## config.mk

```make
export PLATFORM = sky130hd
export DESIGN_NAME = out_bounce_ease_interpolator
export DESIGN_NICKNAME = d
export VERILOG_FILES = /design/src/obe_pkg.sv /design/src/obe_div.sv /design/src/obe_curve.sv /design/src/obe_blend.sv /design/src/out_bounce_ease_interpolator.sv
export VERILOG_INCLUDE_DIRS = /design/src /design/src/src
export SDC_FILE = /design/constraint.sdc
export NUM_CORES = 2
export LEC_CHECK = 0
export ABC_AREA = 1
export BUFFER_PORTS_ARGS = -buffer_cell sky130_fd_sc_hd__buf_4
export CELL_PAD_IN_SITES_DETAIL_PLACEMENT = 0
export CELL_PAD_IN_SITES_GLOBAL_PLACEMENT = 1
export CORE_MARGIN = 4
export CORE_UTILIZATION = 56
export CTS_BUF_LIST = sky130_fd_sc_hd__clkbuf_4 sky130_fd_sc_hd__clkbuf_8 sky130_fd_sc_hd__clkbuf_16
export DETAILED_ROUTE_END_ITERATION = 7
export GPL_ROUTABILITY_DRIVEN = 0
export PLACE_DENSITY_LB_ADDON = 0.25
export SLEW_MARGIN = 15
export SYNTH_ARGS = -nofsm -noshare
export SYNTH_HDL_FRONTEND = slang
export SYNTH_SLANG_ARGS = --single-unit
```

## constraint.sdc

```tcl
create_clock -name clk -period 8.75 [get_ports clk]
set_input_delay 0.4375 -clock clk [delete_from_list [all_inputs] [get_ports clk]]
set_output_delay 0.4375 -clock clk [all_outputs]
set_load 0.03 [all_outputs]
```

## src/out_bounce_ease_interpolator_macros.svh

```systemverilog
// Assertion shorthands; clk and rst_n must be in scope where used.
`ifndef OUT_BOUNCE_EASE_INTERPOLATOR_MACROS_SVH
`define OUT_BOUNCE_EASE_INTERPOLATOR_MACROS_SVH

// cons must hold in the same cycle as ante
`define OBE_ASSERT_HOLDS(lbl, ante, cons) \
  lbl: assert property (@(posedge clk) disable iff (!rst_n) (ante) |-> (cons)) \
    else $error("obe: same-cycle check failed");

// cons must hold in the cycle after ante
`define OBE_ASSERT_NEXT(lbl, ante, cons) \
  lbl: assert property (@(posedge clk) disable iff (!rst_n) (ante) |=> (cons)) \
    else $error("obe: next-cycle check failed");

`endif

```

## src/obe_pkg.sv

```systemverilog
package obe_pkg;

  localparam int TIME_BITS_DEF = 16;
  localparam int FRAC_BITS_DEF = 16;
  localparam int VAL_W         = 32;

  localparam logic signed [VAL_W-1:0] VAL_MAX = {1'b0, {(VAL_W-1){1'b1}}};
  localparam logic signed [VAL_W-1:0] VAL_MIN = {1'b1, {(VAL_W-1){1'b0}}};

  // sideband that rides along each pipeline stage
  typedef struct packed {
    logic                    valid;
    logic                    zero;
    logic signed [VAL_W-1:0] start_val;
    logic signed [VAL_W-1:0] end_val;
  } obe_tag_t;

endpackage

```

## src/obe_div.sv

```systemverilog
module obe_div #(
  parameter int TIME_BITS = obe_pkg::TIME_BITS_DEF,
  parameter int FRAC_BITS = obe_pkg::FRAC_BITS_DEF
) (
  input  logic                 clk,
  input  logic                 rst_n,
  input  logic [TIME_BITS-1:0] el_i,
  input  logic [TIME_BITS-1:0] tot_i,
  input  obe_pkg::obe_tag_t    tag_i,
  output logic [FRAC_BITS:0]   t_o,
  output obe_pkg::obe_tag_t    tag_o
);
  import obe_pkg::*;

  localparam int TB = TIME_BITS;
  localparam int F  = FRAC_BITS;
  localparam int WW = F + 1;
  localparam logic [F:0] ONE_W = WW'(1) << F;

  // one quotient bit per stage, restoring division
  logic [TB-1:0] rem_r [0:F];
  logic [TB-1:0] den_r [0:F];
  logic [F-1:0]  quo_r [0:F];
  logic          one_r [0:F];
  obe_tag_t      tag_r [0:F];

  logic sat_in;
  assign sat_in = (tot_i == '0) || (el_i >= tot_i);

  always_ff @(posedge clk) begin
    if (!rst_n) begin
      tag_r[0].valid <= 1'b0;
    end else begin
      tag_r[0] <= tag_i;
    end
  end

  always_ff @(posedge clk) begin
    den_r[0] <= tot_i;
    one_r[0] <= sat_in;
    rem_r[0] <= sat_in ? '0 : el_i;
    quo_r[0] <= '0;
  end

  for (genvar i = 1; i <= F; i++) begin : g_step
    logic [TB:0]   sh;
    logic [TB+1:0] dif;
    logic          take;
    logic [TB-1:0] rem_nxt;

    always_comb begin
      sh      = {rem_r[i-1], 1'b0};
      dif     = {1'b0, sh} - {2'b00, den_r[i-1]};
      take    = !dif[TB+1];
      rem_nxt = take ? dif[TB-1:0] : sh[TB-1:0];
    end

    always_ff @(posedge clk) begin
      if (!rst_n) begin
        tag_r[i].valid <= 1'b0;
      end else begin
        tag_r[i] <= tag_r[i-1];
      end
    end

    always_ff @(posedge clk) begin
      rem_r[i] <= rem_nxt;
      den_r[i] <= den_r[i-1];
      quo_r[i] <= {quo_r[i-1][F-2:0], take};
      one_r[i] <= one_r[i-1];
    end
  end

  assign t_o   = one_r[F] ? ONE_W : {1'b0, quo_r[F]};
  assign tag_o = tag_r[F];

endmodule

```

## src/obe_curve.sv

```systemverilog
module obe_curve #(
  parameter int FRAC_BITS = obe_pkg::FRAC_BITS_DEF
) (
  input  logic               clk,
  input  logic               rst_n,
  input  logic [FRAC_BITS:0] t_i,
  input  obe_pkg::obe_tag_t  tag_i,
  output logic [FRAC_BITS:0] w_o,
  output obe_pkg::obe_tag_t  tag_o
);
  import obe_pkg::*;

  localparam int F    = FRAC_BITS;
  localparam int WW   = F + 1;
  localparam int SW   = F + 5;      // 2.75*t with F+2 fraction bits
  localparam int DW   = F + 2;      // distance from segment center
  localparam int SQW  = 2 * DW;
  localparam int SUMW = SQW + 1;

  localparam logic [SW-1:0] S_ONE  = SW'(1) << (F + 2);
  localparam logic [SW-1:0] S_TWO  = SW'(2) << (F + 2);
  localparam logic [SW-1:0] S_2P5  = SW'(5) << (F + 1);
  localparam logic [SW-1:0] K_1P5  = SW'(3) << (F + 1);
  localparam logic [SW-1:0] K_2P25 = SW'(9) << F;
  localparam logic [SW-1:0] K_2P62 = SW'(21) << (F - 1);

  localparam logic [F:0] ONE_W  = WW'(1) << F;
  localparam logic [F:0] C_0P75 = WW'(3) << (F - 2);
  localparam logic [F:0] C_0P94 = WW'(15) << (F - 4);
  localparam logic [F:0] C_0P98 = WW'(63) << (F - 6);

  localparam logic [SUMW-1:0] RND = SUMW'(1) << (F + 3);

  obe_tag_t tag_r [0:3];

  logic [SW-1:0]  s_r, s_nxt;
  logic [DW-1:0]  d_r, d_nxt;
  logic [F:0]     c1_r, c_nxt, c2_r;
  logic [SQW-1:0] sq_r, sq_nxt;
  logic [F:0]     w_r, w_nxt;

  // stage 0: s = 11*t
  assign s_nxt = {1'b0, t_i, 3'b000} + {3'b000, t_i, 1'b0} + {4'b0000, t_i};

  // stage 1: segment pick and distance
  logic [SW-1:0] kk, dd;
  always_comb begin
    if (s_r < S_ONE) begin
      kk    = '0;
      c_nxt = '0;
    end else if (s_r < S_TWO) begin
      kk    = K_1P5;
      c_nxt = C_0P75;
    end else if (s_r < S_2P5) begin
      kk    = K_2P25;
      c_nxt = C_0P94;
    end else begin
      kk    = K_2P62;
      c_nxt = C_0P98;
    end
    dd    = (s_r >= kk) ? (s_r - kk) : (kk - s_r);
    d_nxt = dd[DW-1:0];
  end

  // stage 2: square
  assign sq_nxt = d_r * d_r;

  // stage 3: round to F bits, add offset, limit to one
  logic [SUMW-1:0] sq_rnd;
  logic [F+1:0]    wc;
  always_comb begin
    sq_rnd = {1'b0, sq_r} + RND;
    wc     = {1'b0, sq_rnd[SUMW-1:F+4]} + {1'b0, c2_r};
    w_nxt  = (wc > {1'b0, ONE_W}) ? ONE_W : wc[F:0];
  end

  always_ff @(posedge clk) begin
    if (!rst_n) begin
      tag_r[0].valid <= 1'b0;
      tag_r[1].valid <= 1'b0;
      tag_r[2].valid <= 1'b0;
      tag_r[3].valid <= 1'b0;
    end else begin
      tag_r[0] <= tag_i;
      tag_r[1] <= tag_r[0];
      tag_r[2] <= tag_r[1];
      tag_r[3] <= tag_r[2];
    end
  end

  always_ff @(posedge clk) begin
    s_r  <= s_nxt;
    d_r  <= d_nxt;
    c1_r <= c_nxt;
    sq_r <= sq_nxt;
    c2_r <= c1_r;
    w_r  <= w_nxt;
  end

  assign w_o   = w_r;
  assign tag_o = tag_r[3];

endmodule

```

## src/obe_blend.sv

```systemverilog
`include "out_bounce_ease_interpolator_macros.svh"

module obe_blend #(
  parameter int FRAC_BITS = obe_pkg::FRAC_BITS_DEF
) (
  input  logic                             clk,
  input  logic                             rst_n,
  input  logic [FRAC_BITS:0]               w_i,
  input  obe_pkg::obe_tag_t                tag_i,
  output logic                             out_vld_o,
  output logic signed [obe_pkg::VAL_W-1:0] out_val_o,
  output logic                             out_zero_o,
  output logic                             out_sat_o
);
  import obe_pkg::*;

  localparam int F  = FRAC_BITS;
  localparam int WW = F + 1;
  localparam int DFW = VAL_W + 1;          // end - start
  localparam int PW = DFW + F + 2;         // signed product
  localparam int MW = PW - F;              // rounded magnitude
  localparam int RW = VAL_W + 4;           // sum before clipping

  localparam logic [F:0]    ONE_W = WW'(1) << F;
  localparam logic [PW-1:0] HALF  = PW'(1) << (F - 1);

  obe_tag_t tag_r [0:2];

  logic signed [DFW-1:0] diff_r, diff_nxt;
  logic [F:0]            w_r;
  logic signed [PW-1:0]  prod_r, prod_nxt;
  logic [MW-1:0]         rmag_r, rmag_nxt;
  logic                  neg_r;

  logic                    out_vld_r;
  logic signed [VAL_W-1:0] out_val_r, out_val_nxt;
  logic                    out_zero_r;
  logic                    out_sat_r, out_sat_nxt;

  // b0: span
  assign diff_nxt = DFW'(tag_i.end_val) - DFW'(tag_i.start_val);

  // b1: weighted span
  assign prod_nxt = diff_r * $signed({1'b0, w_r});

  // b2: magnitude, round half away from zero
  logic [PW-1:0] mag, msum;
  always_comb begin
    mag      = prod_r[PW-1] ? PW'(-prod_r) : PW'(prod_r);
    msum     = mag + HALF;
    rmag_nxt = msum[PW-1:F];
  end

  // b3: add to start, clip
  logic signed [RW-1:0] res, step;
  logic                 hi, lo;
  always_comb begin
    step = neg_r ? -RW'({1'b0, rmag_r}) : RW'({1'b0, rmag_r});
    res  = RW'(tag_r[2].start_val) + step;
    hi   = !res[RW-1] && (res[RW-2:VAL_W-1] != '0);
    lo   = res[RW-1] && (res[RW-2:VAL_W-1] != '1);
    out_sat_nxt = hi || lo;
    if (hi) begin
      out_val_nxt = VAL_MAX;
    end else if (lo) begin
      out_val_nxt = VAL_MIN;
    end else begin
      out_val_nxt = res[VAL_W-1:0];
    end
  end

  always_ff @(posedge clk) begin
    if (!rst_n) begin
      tag_r[0].valid <= 1'b0;
      tag_r[1].valid <= 1'b0;
      tag_r[2].valid <= 1'b0;
      out_vld_r      <= 1'b0;
    end else begin
      tag_r[0]  <= tag_i;
      tag_r[1]  <= tag_r[0];
      tag_r[2]  <= tag_r[1];
      out_vld_r <= tag_r[2].valid;
    end
  end

  always_ff @(posedge clk) begin
    diff_r     <= diff_nxt;
    w_r        <= w_i;
    prod_r     <= prod_nxt;
    rmag_r     <= rmag_nxt;
    neg_r      <= prod_r[PW-1];
    out_val_r  <= out_val_nxt;
    out_zero_r <= tag_r[2].zero;
    out_sat_r  <= out_sat_nxt;
  end

  assign out_vld_o  = out_vld_r;
  assign out_val_o  = out_val_r;
  assign out_zero_o = out_zero_r;
  assign out_sat_o  = out_sat_r;

  // weight never exceeds one, so the result stays between start and end
  `OBE_ASSERT_HOLDS(a_weight_le_one, tag_i.valid, w_i <= ONE_W)
  `OBE_ASSERT_HOLDS(a_no_clip, out_vld_r, !out_sat_r)
  `OBE_ASSERT_NEXT(a_zero_gives_end, tag_r[2].valid && tag_r[2].zero, out_val_r == $past(tag_r[2].end_val))

endmodule

```

## src/out_bounce_ease_interpolator.sv

```systemverilog
// Channel   Ports                                        Handshake
// -------   -------------------------------------------  ------------------------------
// input     in_elapsed_time, in_total_time,              beat taken when start && !busy
//           in_start_value, in_end_value
// result    out_eased_value, out_zero_duration,          one beat per out_strobe cycle
//           out_saturated
//
// Throughput: one beat per clock; busy is always low.
// Path from start to out_strobe: the divider, one quotient bit per stage,
//   then 4 curve and 4 blend stages.
// Reset (rst_n low, synchronous) clears every stage valid bit; data regs are not reset.
// The receiver cannot stall, so the pipeline never holds; every beat emerges once.
module out_bounce_ease_interpolator #(
  parameter int TIME_BITS = obe_pkg::TIME_BITS_DEF,
  parameter int FRAC_BITS = obe_pkg::FRAC_BITS_DEF
) (
  input  logic                             clk,
  input  logic                             rst_n,
  input  logic                             start,
  output logic                             busy,
  input  logic [TIME_BITS-1:0]             in_elapsed_time,
  input  logic [TIME_BITS-1:0]             in_total_time,
  input  logic signed [obe_pkg::VAL_W-1:0] in_start_value,
  input  logic signed [obe_pkg::VAL_W-1:0] in_end_value,
  output logic                             out_strobe,
  output logic signed [obe_pkg::VAL_W-1:0] out_eased_value,
  output logic                             out_zero_duration,
  output logic                             out_saturated
);
  import obe_pkg::*;

  obe_tag_t          in_tag;
  logic [FRAC_BITS:0] t_div;
  obe_tag_t          tag_div;
  logic [FRAC_BITS:0] w_crv;
  obe_tag_t          tag_crv;

  // fully pipelined, a new beat may enter every cycle
  assign busy = 1'b0;

  // sideband: valid, zero-duration flag and the endpoints follow the ratio
  always_comb begin
    in_tag.valid     = start && !busy;
    in_tag.zero      = (in_total_time == '0);
    in_tag.start_val = in_start_value;
    in_tag.end_val   = in_end_value;
  end

  // ratio elapsed/total as Q1.F, clamped to one
  obe_div #(
    .TIME_BITS(TIME_BITS),
    .FRAC_BITS(FRAC_BITS)
  ) u_div (
    .clk   (clk),
    .rst_n (rst_n),
    .el_i  (in_elapsed_time),
    .tot_i (in_total_time),
    .tag_i (in_tag),
    .t_o   (t_div),
    .tag_o (tag_div)
  );

  // four-segment out-bounce weight
  obe_curve #(
    .FRAC_BITS(FRAC_BITS)
  ) u_curve (
    .clk   (clk),
    .rst_n (rst_n),
    .t_i   (t_div),
    .tag_i (tag_div),
    .w_o   (w_crv),
    .tag_o (tag_crv)
  );

  // start + w*(end-start), rounded and clipped
  obe_blend #(
    .FRAC_BITS(FRAC_BITS)
  ) u_blend (
    .clk        (clk),
    .rst_n      (rst_n),
    .w_i        (w_crv),
    .tag_i      (tag_crv),
    .out_vld_o  (out_strobe),
    .out_val_o  (out_eased_value),
    .out_zero_o (out_zero_duration),
    .out_sat_o  (out_saturated)
  );

endmodule
```

==> impl_metrics.yaml <==
status:
  status: "completed"
global_routing:
  antenna_found_initial: 8
  grt_max_degree: 227
  grt_pass1_vias: 73680
  grtUsageTotal_pct: 21.53
  grt_pass1_wl_um: 380000
  gr-total-overflow: 0
critical_path:
  worst_setup_path_end_kind: "flop"
  cp-start-kind: "flop"
  crit_fanout: 18
  cp_common_cell: "inv_1"
  crit_type: "reg2reg"
  arrival_ns: 7.24
  crit_chain: "nand2_1, fa_1, inv_1, fa_1, inv_1, fa_1, inv_1, fa_1, fa_1, inv_1, fa_1, inv_1, ha_1, nand2_1, nor2_1, inv_1, o311ai_0, a21oi_1, inv_1, nand2_1, nand2_1"
  max_stage_delay_ns: 0.87
  cp_slowest_cell: "dfxtp_1"
  crit_buf_inv: 7
  crit_required_ns: 9.48
  critPathTopFamily: "adder cells"
drt:
  drc: 0
  vias: 71770
  routed_wl_um: 232000
  drt_iter0_drc: 4902
  firstDrtPassIters: 8
  wl_per_cell_um: 16.40
  routed_via_density: 5.074
  drtAntennaViolNets: 0
clock_tree:
  cts.sink_count: 2404
  post_cts_buffers: 0
  clk_path_buf_depth: 3
  cts_tree: "built"
  clock_latency_ns: 0.88
  htreeDepth: 4
  path_clk_slew_ns: 0.06
  cts_made_buffers: 231
  cts-root-buf: "clkbuf_16"
floorplanning:
  die-area_um2: 217600
  fp.dieH_um: 466.5
  fp.coreArea_um2: 209400
  rows: 168
  die_w_um: 466.5
  ioPinCount: 135
  initial_core_util_pct: 56.24
place:
  placed_area_um2: 121700
  io_buffers: 133
  hpwlAfterDp_um: 165400
layout:
  syn_to_final_growth_pct: 11.25
  layout_commonest_cell: "inv_1"
  drive_gt1_share_pct: 6.079
  nets: 12600
  area.sequential_um2: 62790
  finalInstanceArea_um2: 131000
  final_cell_mix: "inv_1, nand2_1, edfxtp_1, dfxtp_1, fa_1"
  multiInputGateArea_um2: 45780
  fillerInstances: 16450
sta:
  skew_ns: 0.1013
  tns_ns: 0
  min_period_ns: 6.509
  timing.fmax_ghz: 0.1536
  final-max-slew-violation-count: 0
  hold_viol_final: 0
  rsz0062_at_grt: "no"
  max_slew_margin_pct: 22.64
  tightestPinTransition_ns: 1.160
  finalCritPeriodShare_pct: 74.38
  setup_violations: 0
yosys:
  yosys.area.top_type: "edfxtp_1"
  ys_ff_latch: 2404
  yosys-top-cells-area: "edfxtp_1, dfxtp_1, fa_1"
  ys_types: 60
  synthAdderAreaFrac_pct: 19.56
  synth_top_family_by_area: "adder cells"
  synth-main-ff-cell: "edfxtp_1"
  synthXorXnorAreaFrac_pct: 3.058
  syn_inst: 10870
  synth_edf_count: 1464
  synth_compound_area_share_pct: 5.507
  ys_seq_area_share_pct: 53.32
  async_reset_ff_share_pct: 0
  muxShareOfSynthArea_pct: 0
  avgSynthCellArea_um2: 10.83
  synth-simple-area-share_pct: 10.75
  yosysWarningCount: 0
  netlist_area_um2: 117700
  netlist.area_leader.share_pct: 37.34
worst_hold_path:
  hold_path_class: "in2reg"
run:
  maxCapViolCount: 0
kinds of logic (layout without fill, tap and decap cells):
| kind of cell | after synthesis | after routing |
|---|---|---|
| compound gates | 1171 | 1171 |
| xor+xnor | 409 | 409 |
| fa+ha+maj | 1370 | 1370 |
| buf+inv | 2422 | 2888 |
| flops | 2404 | 2404 |
| other cells | 1 | 7 |
| simple gates | 3091 | 3091 |
worst register-to-register path, stage by stage (launching register included):
cell and delay (ns):
dfxtp_1 0.87, nand2_1 0.25, fa_1 0.59, inv_1 0.06, fa_1 0.53, inv_1 0.06
fa_1 0.49, inv_1 0.05, fa_1 0.44, fa_1 0.51, inv_1 0.05, fa_1 0.49
inv_1 0.05, ha_1 0.38, nand2_1 0.15, nor2_1 0.16, inv_1 0.08, o311ai_0 0.84
a21oi_1 0.19, inv_1 0.10, nand2_1 0.06, nand2_1 0.05
routing by layer:
layer	vias up	wire, um	track usage [%]
met4	4	5991	6.468
met3	399	12550	3.579
li1	35040	-	-
met1	34540	104000	29.69
met5	-	27	0
met2	1795	109500	35.33
layout make-up:
type | count | share of cell area (%)
Inverter | 2177 | 6.239
Clock buffer | 286 | 4.891
Multi-Input combinational cell | 6043 | 34.95
Clock inverter | 151 | 1.451
Timing Repair Buffer | 274 | 1.838
Tap cell | 2805 | 2.680
Antenna cell | 5 | 0.009553
Sequential cell | 2404 | 47.94
registers in the layout (all words and copies together), names as in the netlist, 18 cells and up:
register and count:
u_blend.prod_r 51, u_curve.tag_r 264, u_div.den_r 256, u_div.rem_r 256
u_div.tag_r 1122, u_div.quo_r 136, u_blend.diff_r 33, u_blend.out_val_o 32
u_blend.tag_r 102, u_curve.s_r 21, u_blend.rmag_r 35, u_curve.d_r 18
Yosys cell counts (8+ instances only):
cell and instances:
a211oi_1 18, a21boi_0 28, a21o_1 42, a21oi_1 593, a31oi_1 46, buf_1 11, buf_2 34, clkbuf_1 190
dfxtp_1 940, edfxtp_1 1464, fa_1 785, ha_1 585, inv_1 2170, nand2_1 1958, nand2_2 17, nand3_1 198
nand3b_1 39, nand4_1 54, nor2_1 646, nor2_2 20, nor2_4 10, nor3_1 74, nor4_1 32, o211ai_1 26
o21a_1 12, o21ai_0 298, o21ai_1 27, o21ai_2 8, o21bai_1 19, o31ai_1 29, or2_2 19, xnor2_1 168
xor2_1 240
stage by stage:
stage | instances | utilization, % | hold WS, ns | setup WS (ns)
after floorplan | 10870 | - | 0.3096 | 2.959
after global placement | 13610 | 58.12 | 0.3101 | 2.414
after detailed placement | 13610 | 58.12 | 0.3120 | 2.369
after CTS | 14140 | 62.55 | 0.1550 | 2.332
after global routing | 14140 | 62.56 | 0.1411 | 1.833
final | 14150 | 62.56 | 0.09775 | 2.241
path summary, 6_finish.rpt:
path	start	to	slack, ns	depth (start not counted)
worst max-delay path	u_curve.d_r[5]	u_curve.sq_r[33]	2.24	21
worst min-delay path	rst_n	u_div.tag_r[0][30]	0.1	1
worst max register to register	u_curve.d_r[5]	u_curve.sq_r[33]	2.24	21
worst min register to register	u_curve.w_o[15]	u_blend.w_r[15]	0.26	0
what timing repair did:
action,4_1_cts,5_1_grt
endpoints found under the setup margin,0,0
endpoints found under the hold margin,98,0
resized for setup,0,0
hold buffers,97,0
Power is left out: the tool's default activity adds up to more than one toggle a clock period on the data nets, which glitch-free logic cannot reach.
